### src/hw/rtl/mlfr_pkg.sv
// Shared types and codes for the length-prefixed frame receiver.
package mlfr_pkg;

  localparam int unsigned ByteW = 8;
  localparam int unsigned LenW  = 16;
  localparam int unsigned IdxW  = 3;

  // parser phases
  localparam logic [1:0] PH_HUNT   = 2'd0;
  localparam logic [1:0] PH_HEADER = 2'd1;
  localparam logic [1:0] PH_KEEP   = 2'd2;
  localparam logic [1:0] PH_DROP   = 2'd3;

  // result kinds
  localparam logic [1:0] KIND_DATA     = 2'd0;
  localparam logic [1:0] KIND_EMPTY    = 2'd1;
  localparam logic [1:0] KIND_OVERSIZE = 2'd2;
  localparam logic [1:0] KIND_TIMEOUT  = 2'd3;

  // request types
  localparam logic REQ_BYTE = 1'b0;
  localparam logic REQ_TICK = 1'b1;

  // header byte positions after the start byte
  localparam logic [1:0] HDR_TYPE = 2'd0;
  localparam logic [1:0] HDR_LENH = 2'd1;
  localparam logic [1:0] HDR_LENL = 2'd2;

  // register indexes
  localparam logic [IdxW-1:0] REG_START_BYTE  = 3'd0;
  localparam logic [IdxW-1:0] REG_WANTED_TYPE = 3'd1;
  localparam logic [IdxW-1:0] REG_OTHER_TYPE  = 3'd2;
  localparam logic [IdxW-1:0] REG_MAX_LEN     = 3'd3;
  localparam logic [IdxW-1:0] REG_TIMEOUT     = 3'd4;

  localparam logic [LenW-1:0] TICKS_MAX = '1;

  typedef struct packed {
    logic [ByteW-1:0] start_byte;
    logic [ByteW-1:0] wanted_type_byte;
    logic [ByteW-1:0] other_type_byte;
    logic [LenW-1:0]  max_payload_len;
    logic [LenW-1:0]  timeout_ms;
  } cfg_t;

  typedef struct packed {
    logic [1:0]       kind;
    logic [ByteW-1:0] payload_byte;
    logic             last;
  } result_t;

endpackage

### src/hw/rtl/mlfr_cfg.sv
// Configuration register file.
module mlfr_cfg (
  input  logic                         clk,
  input  logic                         rst,
  input  logic                         cfg_valid,
  output logic                         cfg_ready,
  input  logic [mlfr_pkg::IdxW-1:0]    cfg_index,
  input  logic [mlfr_pkg::LenW-1:0]    cfg_data,
  output mlfr_pkg::cfg_t               cfg
);
  import mlfr_pkg::*;

  assign cfg_ready = 1'b1;

  always_ff @(posedge clk) begin
    if (rst) begin
      cfg.start_byte       <= 8'd148;
      cfg.wanted_type_byte <= 8'd196;
      cfg.other_type_byte  <= 8'd195;
      cfg.max_payload_len  <= 16'd512;
      cfg.timeout_ms       <= 16'd1000;
    end else if (cfg_valid) begin
      case (cfg_index)
        REG_START_BYTE:  cfg.start_byte       <= cfg_data[ByteW-1:0];
        REG_WANTED_TYPE: cfg.wanted_type_byte <= cfg_data[ByteW-1:0];
        REG_OTHER_TYPE:  cfg.other_type_byte  <= cfg_data[ByteW-1:0];
        REG_MAX_LEN:     cfg.max_payload_len  <= cfg_data;
        REG_TIMEOUT:     cfg.timeout_ms       <= cfg_data;
        default: ;
      endcase
    end
  end

endmodule

### src/hw/rtl/mlfr_parser.sv
// Frame parser state and per-request next-state and result logic.
module mlfr_parser (
  input  logic                       clk,
  input  logic                       rst,
  input  mlfr_pkg::cfg_t             cfg,
  input  logic                       req_fire,
  input  logic                       req_type,
  input  logic [mlfr_pkg::ByteW-1:0] rx_byte,
  output logic                       res_valid,
  output mlfr_pkg::result_t          res
);
  import mlfr_pkg::*;

  logic [1:0]       phase, phase_next;
  logic [1:0]       header_count, header_count_next;
  logic [ByteW-1:0] type_seen, type_seen_next;
  logic [ByteW-1:0] length_high, length_high_next;
  logic [LenW-1:0]  bytes_left, bytes_left_next;
  logic [LenW-1:0]  segment_ticks, segment_ticks_next;

  logic [LenW-1:0]  ticks_inc;
  logic [LenW-1:0]  len;
  logic             fin;

  assign ticks_inc = (segment_ticks == TICKS_MAX) ? segment_ticks : segment_ticks + 1'b1;
  assign len       = {length_high, rx_byte};
  assign fin       = (bytes_left <= 16'd1);

  always_comb begin
    phase_next         = phase;
    header_count_next  = header_count;
    type_seen_next     = type_seen;
    length_high_next   = length_high;
    bytes_left_next    = bytes_left;
    segment_ticks_next = segment_ticks;
    res_valid          = 1'b0;
    res                = '{kind: KIND_DATA, payload_byte: '0, last: 1'b0};

    if (req_type == REQ_TICK) begin
      if (phase != PH_HUNT) begin
        if (ticks_inc >= cfg.timeout_ms) begin
          phase_next         = PH_HUNT;
          header_count_next  = '0;
          bytes_left_next    = '0;
          segment_ticks_next = '0;
          res_valid          = 1'b1;
          res.kind           = KIND_TIMEOUT;
        end else begin
          segment_ticks_next = ticks_inc;
        end
      end
    end else begin
      case (phase)
        PH_HUNT: begin
          if (rx_byte == cfg.start_byte) begin
            phase_next         = PH_HEADER;
            header_count_next  = '0;
            segment_ticks_next = '0;
          end
        end
        PH_HEADER: begin
          if (header_count == HDR_TYPE) begin
            type_seen_next    = rx_byte;
            header_count_next = HDR_LENH;
          end else if (header_count == HDR_LENH) begin
            length_high_next  = rx_byte;
            header_count_next = HDR_LENL;
          end else begin
            header_count_next  = '0;
            phase_next         = PH_HUNT;
            segment_ticks_next = '0;
            if (type_seen == cfg.wanted_type_byte) begin
              if (len > cfg.max_payload_len) begin
                res_valid = 1'b1;
                res.kind  = KIND_OVERSIZE;
              end else if (len == '0) begin
                res_valid = 1'b1;
                res.kind  = KIND_EMPTY;
              end else begin
                bytes_left_next = len;
                phase_next      = PH_KEEP;
              end
            end else if (type_seen == cfg.other_type_byte && len != '0) begin
              bytes_left_next = len;
              phase_next      = PH_DROP;
            end
          end
        end
        PH_KEEP, PH_DROP: begin
          if (fin) begin
            bytes_left_next    = '0;
            phase_next         = PH_HUNT;
            segment_ticks_next = '0;
          end else begin
            bytes_left_next = bytes_left - 1'b1;
          end
          if (phase == PH_KEEP) begin
            res_valid        = 1'b1;
            res.kind         = KIND_DATA;
            res.payload_byte = rx_byte;
            res.last         = fin;
          end
        end
        default: ;
      endcase
    end
  end

  always_ff @(posedge clk) begin
    if (rst) begin
      phase         <= PH_HUNT;
      header_count  <= '0;
      type_seen     <= '0;
      length_high   <= '0;
      bytes_left    <= '0;
      segment_ticks <= '0;
    end else if (req_fire) begin
      phase         <= phase_next;
      header_count  <= header_count_next;
      type_seen     <= type_seen_next;
      length_high   <= length_high_next;
      bytes_left    <= bytes_left_next;
      segment_ticks <= segment_ticks_next;
    end
  end

endmodule

### src/hw/rtl/mlfr_out_reg.sv
// Result register between the parser and the output stream.
module mlfr_out_reg (
  input  logic                        clk,
  input  logic                        rst,
  input  logic                        in_fire,
  input  logic                        in_valid,
  output logic                        in_ready,
  input  mlfr_pkg::result_t           in_res,
  output logic                        out_valid,
  input  logic                        out_ready,
  output mlfr_pkg::result_t           out_res
);
  import mlfr_pkg::*;

  assign in_ready = !out_valid || out_ready;

  always_ff @(posedge clk) begin
    if (rst) begin
      out_valid <= 1'b0;
    end else if (in_ready) begin
      out_valid <= in_fire && in_valid;
    end
  end

  always_ff @(posedge clk) begin
    if (in_ready && in_fire && in_valid) begin
      out_res <= in_res;
    end
  end

endmodule

### src/hw/rtl/magic_length_frame_receiver.sv
// Start-byte, length-prefixed frame receiver: top level.
// Output: registered; a result is valid in the cycle after its request is taken.
// Throughput: one request per cycle when not back-pressured.
// Back-pressure: a request is taken while the result register is empty or being drained.
// Reset: synchronous; registers return to their defaults, the parser returns to hunting.
module magic_length_frame_receiver (
  input  logic                         clk,
  input  logic                         rst,
  input  logic                         s_axis_tvalid,
  output logic                         s_axis_tready,
  input  logic [mlfr_pkg::ByteW-1:0]   s_axis_tdata,  // [7:0] rx_byte
  input  logic                         s_axis_tuser,  // [0] req_type
  output logic                         m_axis_tvalid,
  input  logic                         m_axis_tready,
  output logic [mlfr_pkg::ByteW-1:0]   m_axis_tdata,  // [7:0] payload_byte
  output logic [1:0]                   m_axis_tuser,  // [1:0] kind
  output logic                         m_axis_tlast,  // last
  input  logic                         cfg_valid,
  output logic                         cfg_ready,
  input  logic [mlfr_pkg::IdxW-1:0]    cfg_index,
  input  logic [mlfr_pkg::LenW-1:0]    cfg_data
);
  import mlfr_pkg::*;

  cfg_t    cfg;
  result_t res;
  result_t out_res;
  logic    res_valid;
  logic    req_fire;

  assign req_fire = s_axis_tvalid && s_axis_tready;

  mlfr_cfg u_cfg (
    .clk       (clk),
    .rst       (rst),
    .cfg_valid (cfg_valid),
    .cfg_ready (cfg_ready),
    .cfg_index (cfg_index),
    .cfg_data  (cfg_data),
    .cfg       (cfg)
  );

  mlfr_parser u_parser (
    .clk       (clk),
    .rst       (rst),
    .cfg       (cfg),
    .req_fire  (req_fire),
    .req_type  (s_axis_tuser),
    .rx_byte   (s_axis_tdata),
    .res_valid (res_valid),
    .res       (res)
  );

  mlfr_out_reg u_out (
    .clk       (clk),
    .rst       (rst),
    .in_fire   (req_fire),
    .in_valid  (res_valid),
    .in_ready  (s_axis_tready),
    .in_res    (res),
    .out_valid (m_axis_tvalid),
    .out_ready (m_axis_tready),
    .out_res   (out_res)
  );

  assign m_axis_tdata = out_res.payload_byte;
  assign m_axis_tuser = out_res.kind;
  assign m_axis_tlast = out_res.last;

endmodule

### config.mk
export PLATFORM = sky130hd
export DESIGN_NAME = magic_length_frame_receiver
export DESIGN_NICKNAME = d
export VERILOG_FILES = /design/src/hw/rtl/mlfr_pkg.sv /design/src/hw/rtl/mlfr_cfg.sv /design/src/hw/rtl/mlfr_parser.sv /design/src/hw/rtl/mlfr_out_reg.sv /design/src/hw/rtl/magic_length_frame_receiver.sv
export SDC_FILE = /design/constraint.sdc
export NUM_CORES = 1
export LEC_CHECK = 0
export ABC_AREA = 1
export BUFFER_PORTS_ARGS = -buffer_cell sky130_fd_sc_hd__buf_2
export CAP_MARGIN = 20
export CORE_ASPECT_RATIO = 1.2
export CORE_UTILIZATION = 50
export CTS_CLUSTER_DIAMETER = 40
export DETAILED_ROUTE_END_ITERATION = 16
export PLACE_DENSITY = 0.71
export SYNTH_ARGS = -nofsm -noshare
export SYNTH_HDL_FRONTEND = slang
export SYNTH_SLANG_ARGS = --single-unit
### constraint.sdc
create_clock -name clk -period 3.3 [get_ports clk]
set_clock_uncertainty 0.1 [all_clocks]
set_input_delay 0.33 -clock clk [delete_from_list [all_inputs] [get_ports clk]]
set_output_delay 0.33 -clock clk [all_outputs]
set_load 0.05 [all_outputs]
==> results of run 1 <==
## stage by stage
stage	util [%]	hold slack [ns]	setup WS [ns]	total power, mW
after floorplan	-	0.330	0.157	1.88
after global placement	56.0	0.347	0.0311	1.99
after detailed placement	56.0	0.349	-0.0339	1.99
after CTS	60.6	0.0477	0.0123	3.81
after global routing	62.8	0.0697	-0.0780	3.96
final	62.8	0.0566	0.0969	3.82
## worst max-delay path, cell delays in order (launching register included)
cell       delay, ns
dfxtp_2         0.35
ha_4            0.14
nand2_2         0.05
inv_2           0.07
nand2_2         0.07
nor2_4          0.13
nand3_2         0.12
nor2_4          0.18
buf_6           0.13
nand2_2         0.05
o21ai_2         0.06
inv_2           0.07
ha_4            0.26
nand4_1         0.08
nor3_2          0.25
nand3_1         0.15
nand4_1         0.12
nand2_1         0.08
nor2_1          0.13
nand2_2         0.15
clkbuf_16       0.21
nor2_1          0.10
nor2_1          0.05
## registers in the layout (all words and copies together), names as in the netlist
name / count
u_parser.segment_ticks: 16
u_parser.type_seen: 8
u_parser.bytes_left: 16
u_out.out_res: 11
u_cfg.cfg: 56
u_parser.phase: 2
u_parser.length_high: 8
u_parser.header_count: 2
u_out.out_valid: 1
## path summary, 6_finish.rpt
path                                                end  slack (ns)  depth (start not counted)
worst max-delay path            u_parser.bytes_left[12]         0.1                         22
worst min-delay path                       u_cfg.cfg[8]        0.06                          3
worst max register to register  u_parser.bytes_left[12]         0.1                         22
worst min register to register            u_cfg.cfg[23]        0.36                          2
## layout by cell type, fill, tap and decap left out, types with 3 or more instances in the layout
master,instances
nand2_4,6
clkbuf_8,3
nor2_1,107
nor3_2,6
nand3_1,36
a21oi_2,14
nor3_1,6
dfxtp_1,107
o21ai_1,5
nand4_1,14
nand2_2,14
ha_1,32
inv_1,92
buf_4,25
edfxtp_1,11
clkbuf_16,19
xor2_1,15
clkbuf_1,3
a21oi_1,65
nand2_1,160
xnor2_1,26
buf_2,45
nand3_2,14
nor2_2,15
nor2_4,4
o21ai_0,61
o211ai_1,6
ha_4,3
clkinv_2,5
inv_2,20
o22ai_1,14
buf_12,4
## cell usage after synthesis, types with 5 or more instances
library cell  count
clkbuf_1         20
nor2_2            7
inv_1            95
xor2_1           15
edfxtp_1         11
dfxtp_1         109
inv_2            16
nand2_2           5
a21oi_1          69
nor2_1          118
nor3_2            6
o211ai_1          6
o21ai_0          63
o22ai_1          14
nand3_2          10
nor3_1            7
nand4_1          14
a21oi_2          10
ha_1             35
nand3_1          41
xnor2_1          26
nand2_1         172
## final cells by class
cell class / count / area [µm²]
clock buffers: 23 / 478
clock inverters: 9 / 100
fillers: 1127 / 4760
inverters: 112 / 420
multi-input cells: 641 / 3740
flip-flops and latches: 120 / 2510
well taps: 164 / 205
repair buffers: 78 / 566
## cell families (layout without fill, tap and decap cells)
logic type,after synthesis,in the layout,share of synthesized area [%]
other,1,1,0.0566
buffers and inverters,141,222,8.59
XOR/XNOR,42,42,5.66
adder cells (fa/ha/maj),35,35,6.61
AO/OA/AOI/OAI,173,173,14.4
AND/OR/NAND/NOR,389,389,26.6
flip-flops,120,120,37.9
multiplexers,1,1,0.151
## power groups by stage
stage / sequential, mW / combinational (mW) / clock (mW)
2_1_floorplan: 1.57 / 0.313 / 0
3_5_place_dp: 1.57 / 0.423 / 0
5_1_grt: 1.54 / 0.502 / 1.91
6_report: 1.54 / 0.453 / 1.82
4_1_cts: 1.54 / 0.428 / 1.84
3_3_place_gp: 1.57 / 0.419 / 0
## routing by layer
metal  part of all wire (%)  GRT usage [%]  vias up
li1                       -              -     3071
met1                     42           28.2     2820
met2                     51           45.3      151
met3                    4.6           5.54       29
met4                    2.4           11.4        0
met5                      0              0        -
## what timing repair did
item / CTS / global route
setup buffers: 0 / 4
cloned: 0 / 3
endpoints found under the setup margin: 11 / 50
resized for setup: 1 / 54
pin swaps: 0 / 21
==> results.cfg, run 1 <==
[floorplan]
die_area_um2 = 13700
num_rows = 45
core_area_um2 = 12800
die_h_um = 128
boundaryPins = 47
start_util_pct = 51.8
die_w_um = 107

[power]
power.share.sequential_pct = 40.4
p_int_mw = 2.83
leakage_nw = 3.68
combPwrFrac_pct = 11.9
pwr-share-clk_pct = 47.8
powerDensity_nw_per_um2 = 476
switchingPower_uw = 983
p_sw_share_pct = 25.8
vdd_drop_max_uv = 371

[detailed_routing]
drt_iter0_drc = 396
num_vias = 6071
ant_nets = 0
route.detailed.drc = 0
routedWlPerCell_um = 14.9
routed_wl_um = 17100
viasPerCell = 5.29
first_pass_iters = 5

[grt]
grt_max_degree = 44
overflow = 0
grt_antenna_before_repair = 0
first_global_vias = 5608
grt_pass1_wl_um = 26600
grt_use_total_pct = 25.2

[sta]
slew_headroom_pct = 45.7
period_share_pct = 97.1
slew_violations = 0
fmax_ghz = 0.312
tns_ns = 0
layout_min_cycle_time_ns = 3.20
hold_violations = 0
worst_pin_slew_ns = 0.808
rsz0062_at_grt = yes
setup_viol = 0

[cts]
hold_buffers = 0
cts_sinks = 120
clk_latency_ns = 0.43
cts-buffers-inserted = 17
cts.htree.levels = 4
cts.clk_slew.worst_paths_ns = 0.05
max-clock-path-buffers = 2
cts_tree = done
clockRootBuffer = clkbuf_16

[synth]
yosysUniqueCellTypes = 43
synth_cells = 902
syn-num-nets = 970
synthArstFlopShare_pct = 0
syn_area_um2 = 6630
ys_seq_area_share_pct = 37.9
yosysTopAreaCell = dfxtp_1
synth.area.top_cells = dfxtp_1 33%, nand2_1 9.7%, nor2_1 6.7%
ys.flop_type = dfxtp_1
ys.warnings.count = 0
synth_edf_count = 11
ys_ff_latch = 120
avgSynthCellArea_um2 = 7.35
synth_top_area_share_pct = 32.9

[flow_run]
cap_violations = 0

[worst_setup_path]
regToRegStartpoint = u_parser.segment_ticks[1]
cp.required_ns = 3.53
critPathLaunch = u_parser.segment_ticks[1]
worstSetupStartpointType = flip-flop
worstSetupPathType = reg2reg
arrival_ns = 3.43
worstSetupEndpointType = flip-flop
critPathMaxFanout = 8

[run_status]
outcome = completed

[placed_design]
globalplace.congestion = 0.904
place_inst = 1109
dpl.hpwl_um = 11800
dpl_cell_area_um2 = 7160
port_buffers = 45

[finish]
nets = 1038
insertedDiodeCount = 0
layout-drive-gt1-share_pct = 21.8
area_delta_synth_final_pct = 21.0
final_cell_count_no_fill = 1147
stdcell_area_um2 = 8020

[min_path]
hold_class = in2reg
hp-start = cfg_data[8]
Note: power is estimated with default switching activity, not from simulation.
==> run 2, diff against run 1 <==
Settings changed: BUFFER_PORTS_ARGS -buffer_cell sky130_fd_sc_hd__buf_2 to default, DONT_BUFFER_PORTS from default to 1, PLACE_DENSITY 0.71 to 0.68.
==> run 2 against run 1 <==
Compared with the run above: first-iteration DRC count up 6.6%; cell area down 0.34%; worst hold slack worse by 0.051 ns; routed wire length up 4.0%; critical endpoint is now u_out.out_res[4]; largest cell class unchanged; highest routed layer unchanged.
==> results.cfg, run 2 (synthesized netlist as in run 1, its figures left out) <==
[run_status]
outcome = completed

[worst_setup_path]
crit_slowest_cell = dfxtp_2
worstSetupStartpointType = flip-flop
worstSetupEndpointType = flip-flop
path_cells = buf_4 > nand3_1 > nor3_2 > nand2_1 > nor2_2 > nand3_1 > nand2_1 > nand3_2 > ha_1 > nand2_2 > nor3_4 > nand2_1 > nand3_2 > nand3_1 > nand3b_1 > nand2_1 > inv_2 > buf_12
path_buf_inv = 3
crit_top_cell = nand2_1
cp.required_ns = 3.34
slowest_delay_ns = 0.35
critPathMaxFanout = 11
crit_family = simple AND/OR/NAND/NOR gates
worstSetupPathType = reg2reg
arrival_ns = 3.25

[sta]
fmax_ghz = 0.312
setup_viol = 0
period_share_pct = 97.3
layout_min_cycle_time_ns = 3.21
worst_pin_slew_ns = 0.845
finalWorstSetupSlack_ns = 0.0904
slew_headroom_pct = 43.2
hold_violations = 0
slew_violations = 0
rsz0062_at_grt = yes
hold_ws_ns = 0.00565

[finish]
largest_register_ffs = 56
layout-drive-gt1-share_pct = 16.6
nets = 1006
fin_util_pct = 62.5
top_register = u_cfg.cfg
reg.largest.list = u_cfg.cfg (56), u_parser.bytes_left (16), u_parser.segment_ticks (16)
final_cell_mix = 162 x nand2_1, 112 x nor2_1, 105 x dfxtp_1, 91 x inv_1, 68 x a21oi_1
insertedDiodeCount = 0
stdcell_area_um2 = 7990
final_common_cell = nand2_1
area_delta_synth_final_pct = 20.6

[cts]
clk_latency_ns = 0.43
cts.clk_slew.worst_paths_ns = 0.06
cts.htree.levels = 4
cts_tree = done
cts_sinks = 120
max-clock-path-buffers = 2
clockRootBuffer = clkbuf_16
cts-buffers-inserted = 17

[placed_design]
dpl.hpwl_um = 11900
dpl_cell_area_um2 = 6920
pre_cts_ws_ns = -0.0142
port_buffers = 0
globalplace.congestion = 0.906

[power]
leakage_nw = 3.61
vdd_drop_max_uv = 332
p_total_mw = 4.02
powerDensity_nw_per_um2 = 503

[grt]
first_global_vias = 5844
grt_pass1_wl_um = 28200
overflow = 0
grt_max_degree = 56
grt_antenna_before_repair = 0
grt_use_total_pct = 26.8

[detailed_routing]
drt_iter0_drc = 422
routed_wl_um = 17800
routedWlPerCell_um = 16.0
num_vias = 5983
first_pass_iters = 5
viasPerCell = 5.37
ant_nets = 0
route.detailed.drc = 0

[floorplan]
num_rows = 45
die_h_um = 128
die_area_um2 = 13700
boundaryPins = 47
die_w_um = 107
core_area_um2 = 12800
start_util_pct = 51.8

[min_path]
hold_class = in2reg

[flow_run]
cap_violations = 0
[run 2: metal layers]
layer / global-route usage (%) / part of all wire, %
met4: 14.0 / 2.9
met2: 46.7 / 50
met3: 5.08 / 5.2
met5: 0 / 0
met1: 30.9 / 42
[run 2: power by group]
group          total [mW]  internal (mW)  leakage (nW)  switching [mW]
registers            1.55           1.51          1.00          0.0337
clock network        2.05           1.39         0.316           0.664
logic               0.425          0.156          2.29           0.269
total                4.02           3.06          3.61           0.967
[run 2: area by class of cell]
type | instances | area (µm²)
fill | 1070 | 4790
multi-input combinational | 641 | 3710
sequential | 120 | 2520
clock buffer | 26 | 520
timing repair buffer | 46 | 482
inverter | 112 | 420
tap | 164 | 205
clock inverter | 6 | 133
[run 2: worst paths after layout]
check	from	to	slack, ns	cells past startpoint
setup reg to reg	u_parser.segment_ticks[1]	u_out.out_res[4]	0.09	18
hold / removal	cfg_data[6]	u_cfg.cfg[22]	0.006	2
hold reg to reg	u_cfg.cfg[30]	u_cfg.cfg[30]	0.36	2
setup / recovery	u_parser.segment_ticks[1]	u_out.out_res[4]	0.09	18
[run 2: per-stage QoR]
step	setup TNS (ns)	std cells
finish	0	1115
global route	-1.69	1115
CTS	0	1109
detailed placement	-0.155	1062
global placement	0	1062
floorplan	0	902
[run 2: what timing repair did]
item                                    CTS  global route
endpoints found under the setup margin   11            50
hold buffers                             15             0
pin swaps                                 0            22
resized for setup                         1            46
endpoints found under the hold margin    58             0
cloned                                    0             2
setup buffers                             0             4
==> run 3, diff against run 2 <==
Settings changed: CELL_PAD_IN_SITES_DETAIL_PLACEMENT from default to 0, CELL_PAD_IN_SITES_GLOBAL_PLACEMENT from default to 1, CORE_UTILIZATION 50 to 42, PLACE_DENSITY 0.68 to default, PLACE_DENSITY_LB_ADDON from default to 0.1.
==> run 3 against run 2 <==
Compared with the run above: clock power down 11%; final cell count is 3.9% higher; sequential power is essentially flat; die area up 19%; first-iteration DRC count shrank 14%; maximum frequency shrank 1.3%.
==> results.cfg, run 3 (synthesized netlist as in run 1, its figures left out) <==
[detailed_routing]
first_pass_iters = 5
ant_nets = 0
routedWlPerCell_um = 16.5
drt_iter0_drc = 361
route.detailed.drc = 0
viasPerCell = 5.14
num_vias = 5956
routed_wl_um = 19100

[grt]
use_met3_pct = 5.14
grt_antenna_before_repair = 0
grt_use_total_pct = 24.2
grt_max_degree = 73
first_global_vias = 5617
grt_pass1_wl_um = 29300
use_met1_pct = 30.7
grt_busiest_layer = met2
overflow = 0
grt_use_met2_pct = 39.0

[run_status]
outcome = completed

[floorplan]
die_h_um = 140
boundaryPins = 47
core_area_um2 = 15200
die_w_um = 117
num_rows = 49
die_area_um2 = 16300
start_util_pct = 43.6

[sta]
layout_min_cycle_time_ns = 3.25
period_share_pct = 98.5
hold_violations = 0
slew_headroom_pct = 25.1
worst_pin_slew_ns = 1.12
tns_ns = 0
setup_viol = 0
fmax_ghz = 0.308
hold_ws_ns = 0.00815
rsz0062_at_grt = yes
slew_violations = 0

[power]
p_total_mw = 3.81
vdd_drop_max_uv = 347
leakage_nw = 3.54
powerDensity_nw_per_um2 = 471

[cts]
cts.htree.levels = 4
cts-buffers-inserted = 17
max-clock-path-buffers = 2
cts_sinks = 120
clockRootBuffer = clkbuf_16
clk_latency_ns = 0.43
cts_tree = done
cts.clk_slew.worst_paths_ns = 0.06

[finish]
final_common_cell = nand2_1
final_cell_count_no_fill = 1159
top_register = u_cfg.cfg
reg.largest.list = u_cfg.cfg (56), u_parser.bytes_left (16), u_parser.segment_ticks (16)
final_cell_mix = 154 x nand2_1, 106 x dfxtp_1, 103 x nor2_1, 91 x inv_1, 67 x a21oi_1
layout-drive-gt1-share_pct = 18.7
area_delta_synth_final_pct = 22.0
insertedDiodeCount = 0
stdcell_area_um2 = 8080
largest_register_ffs = 56
nets = 1010

[min_path]
hold_class = in2reg
hp-start = cfg_data[14]
whs_path_depth = 2
whs_endpoint = u_cfg.cfg[14]

[placed_design]
dpl.hpwl_um = 13300
dpl_cell_area_um2 = 6910
port_buffers = 0
place_inst = 1096
globalplace.congestion = 0.867

[worst_setup_path]
arrival_ns = 3.47
r2r_slack_ns = 0.05
worstSetupStartpointType = flip-flop
reg2reg_to = u_parser.bytes_left[12]
worstSetupEndpointType = flip-flop
worstSetupPathType = reg2reg
regToRegStartpoint = u_parser.segment_ticks[1]
r2r_cells = 22
critPathMaxFanout = 8
cp.required_ns = 3.52

[flow_run]
cap_violations = 0
run 3: layout make-up:
type,count,area (µm²)
Clock buffer,20,468
Tap cell,204,255
Clock inverter,12,119
Fill cell,1546,7120
Sequential cell,120,2520
Timing Repair Buffer,50,538
Inverter,112,423
Multi-Input combinational cell,641,3760
run 3: where the power goes:
part | internal, mW | switching (mW)
Combinational | 0.165 | 0.283
Clock | 1.11 | 0.709
Sequential | 1.51 | 0.0331
run 3: how the worst max path moves through the flow:
| stage | from | endpoint | slack (ns) | cells after the start |
|---|---|---|---|---|
| floorplan | u_parser.segment_ticks[0] | u_out.out_res[0] | 0.16 | 19 |
| global placement | u_parser.segment_ticks[0] | u_out.out_res[0] | 0.07 | 20 |
| detailed placement | u_parser.segment_ticks[1] | u_out.out_res[4] | -0.06 | 20 |
| CTS | u_parser.segment_ticks[1] | u_out.out_res[1] | 0.02 | 20 |
| global route | u_parser.segment_ticks[1] | u_parser.bytes_left[13] | -0.19 | 26 |
| finish | u_parser.segment_ticks[1] | u_parser.bytes_left[12] | 0.05 | 22 |
run 3: worst max-delay path: stages (launching register included):
cell	delay, ns
dfxtp_2	0.35
ha_4	0.14
nand2_2	0.05
inv_2	0.07
nand2_2	0.07
nor2_4	0.13
nand3_2	0.11
nor2_4	0.20
buf_6	0.13
nand2_2	0.04
o21ai_2	0.05
inv_2	0.07
ha_4	0.26
nand4_1	0.13
nor3_4	0.22
nand3_2	0.13
nand4_1	0.14
nand2_1	0.08
nor2_2	0.17
nand2_4	0.12
clkbuf_16	0.20
nor2_2	0.12
nor2_2	0.04
run 3: per-stage QoR:
stage	worst slack, ns	utilization, %
after floorplan	0.157	-
after global placement	0.0653	45.5
after detailed placement	-0.0634	45.5
after CTS	0.0207	50.5
after global routing	-0.191	53.2
final	0.0480	53.2
run 3: what timing repair did:
item / in CTS / in global routing
setup endpoints to repair: 11 / 50
hold buffers: 17 / 1
resized for setup: 3 / 65
setup buffers: 0 / 8
endpoints found under the hold margin: 62 / 2
pin swaps: 1 / 26
cloned: 0 / 4
run 3: layer usage:
| metal | share of wire [%] | up-vias |
|---|---|---|
| met5 | 0 | - |
| met4 | 2.6 | 0 |
| met3 | 3.6 | 30 |
| met2 | 49 | 136 |
| met1 | 45 | 2770 |
| li1 | - | 3020 |
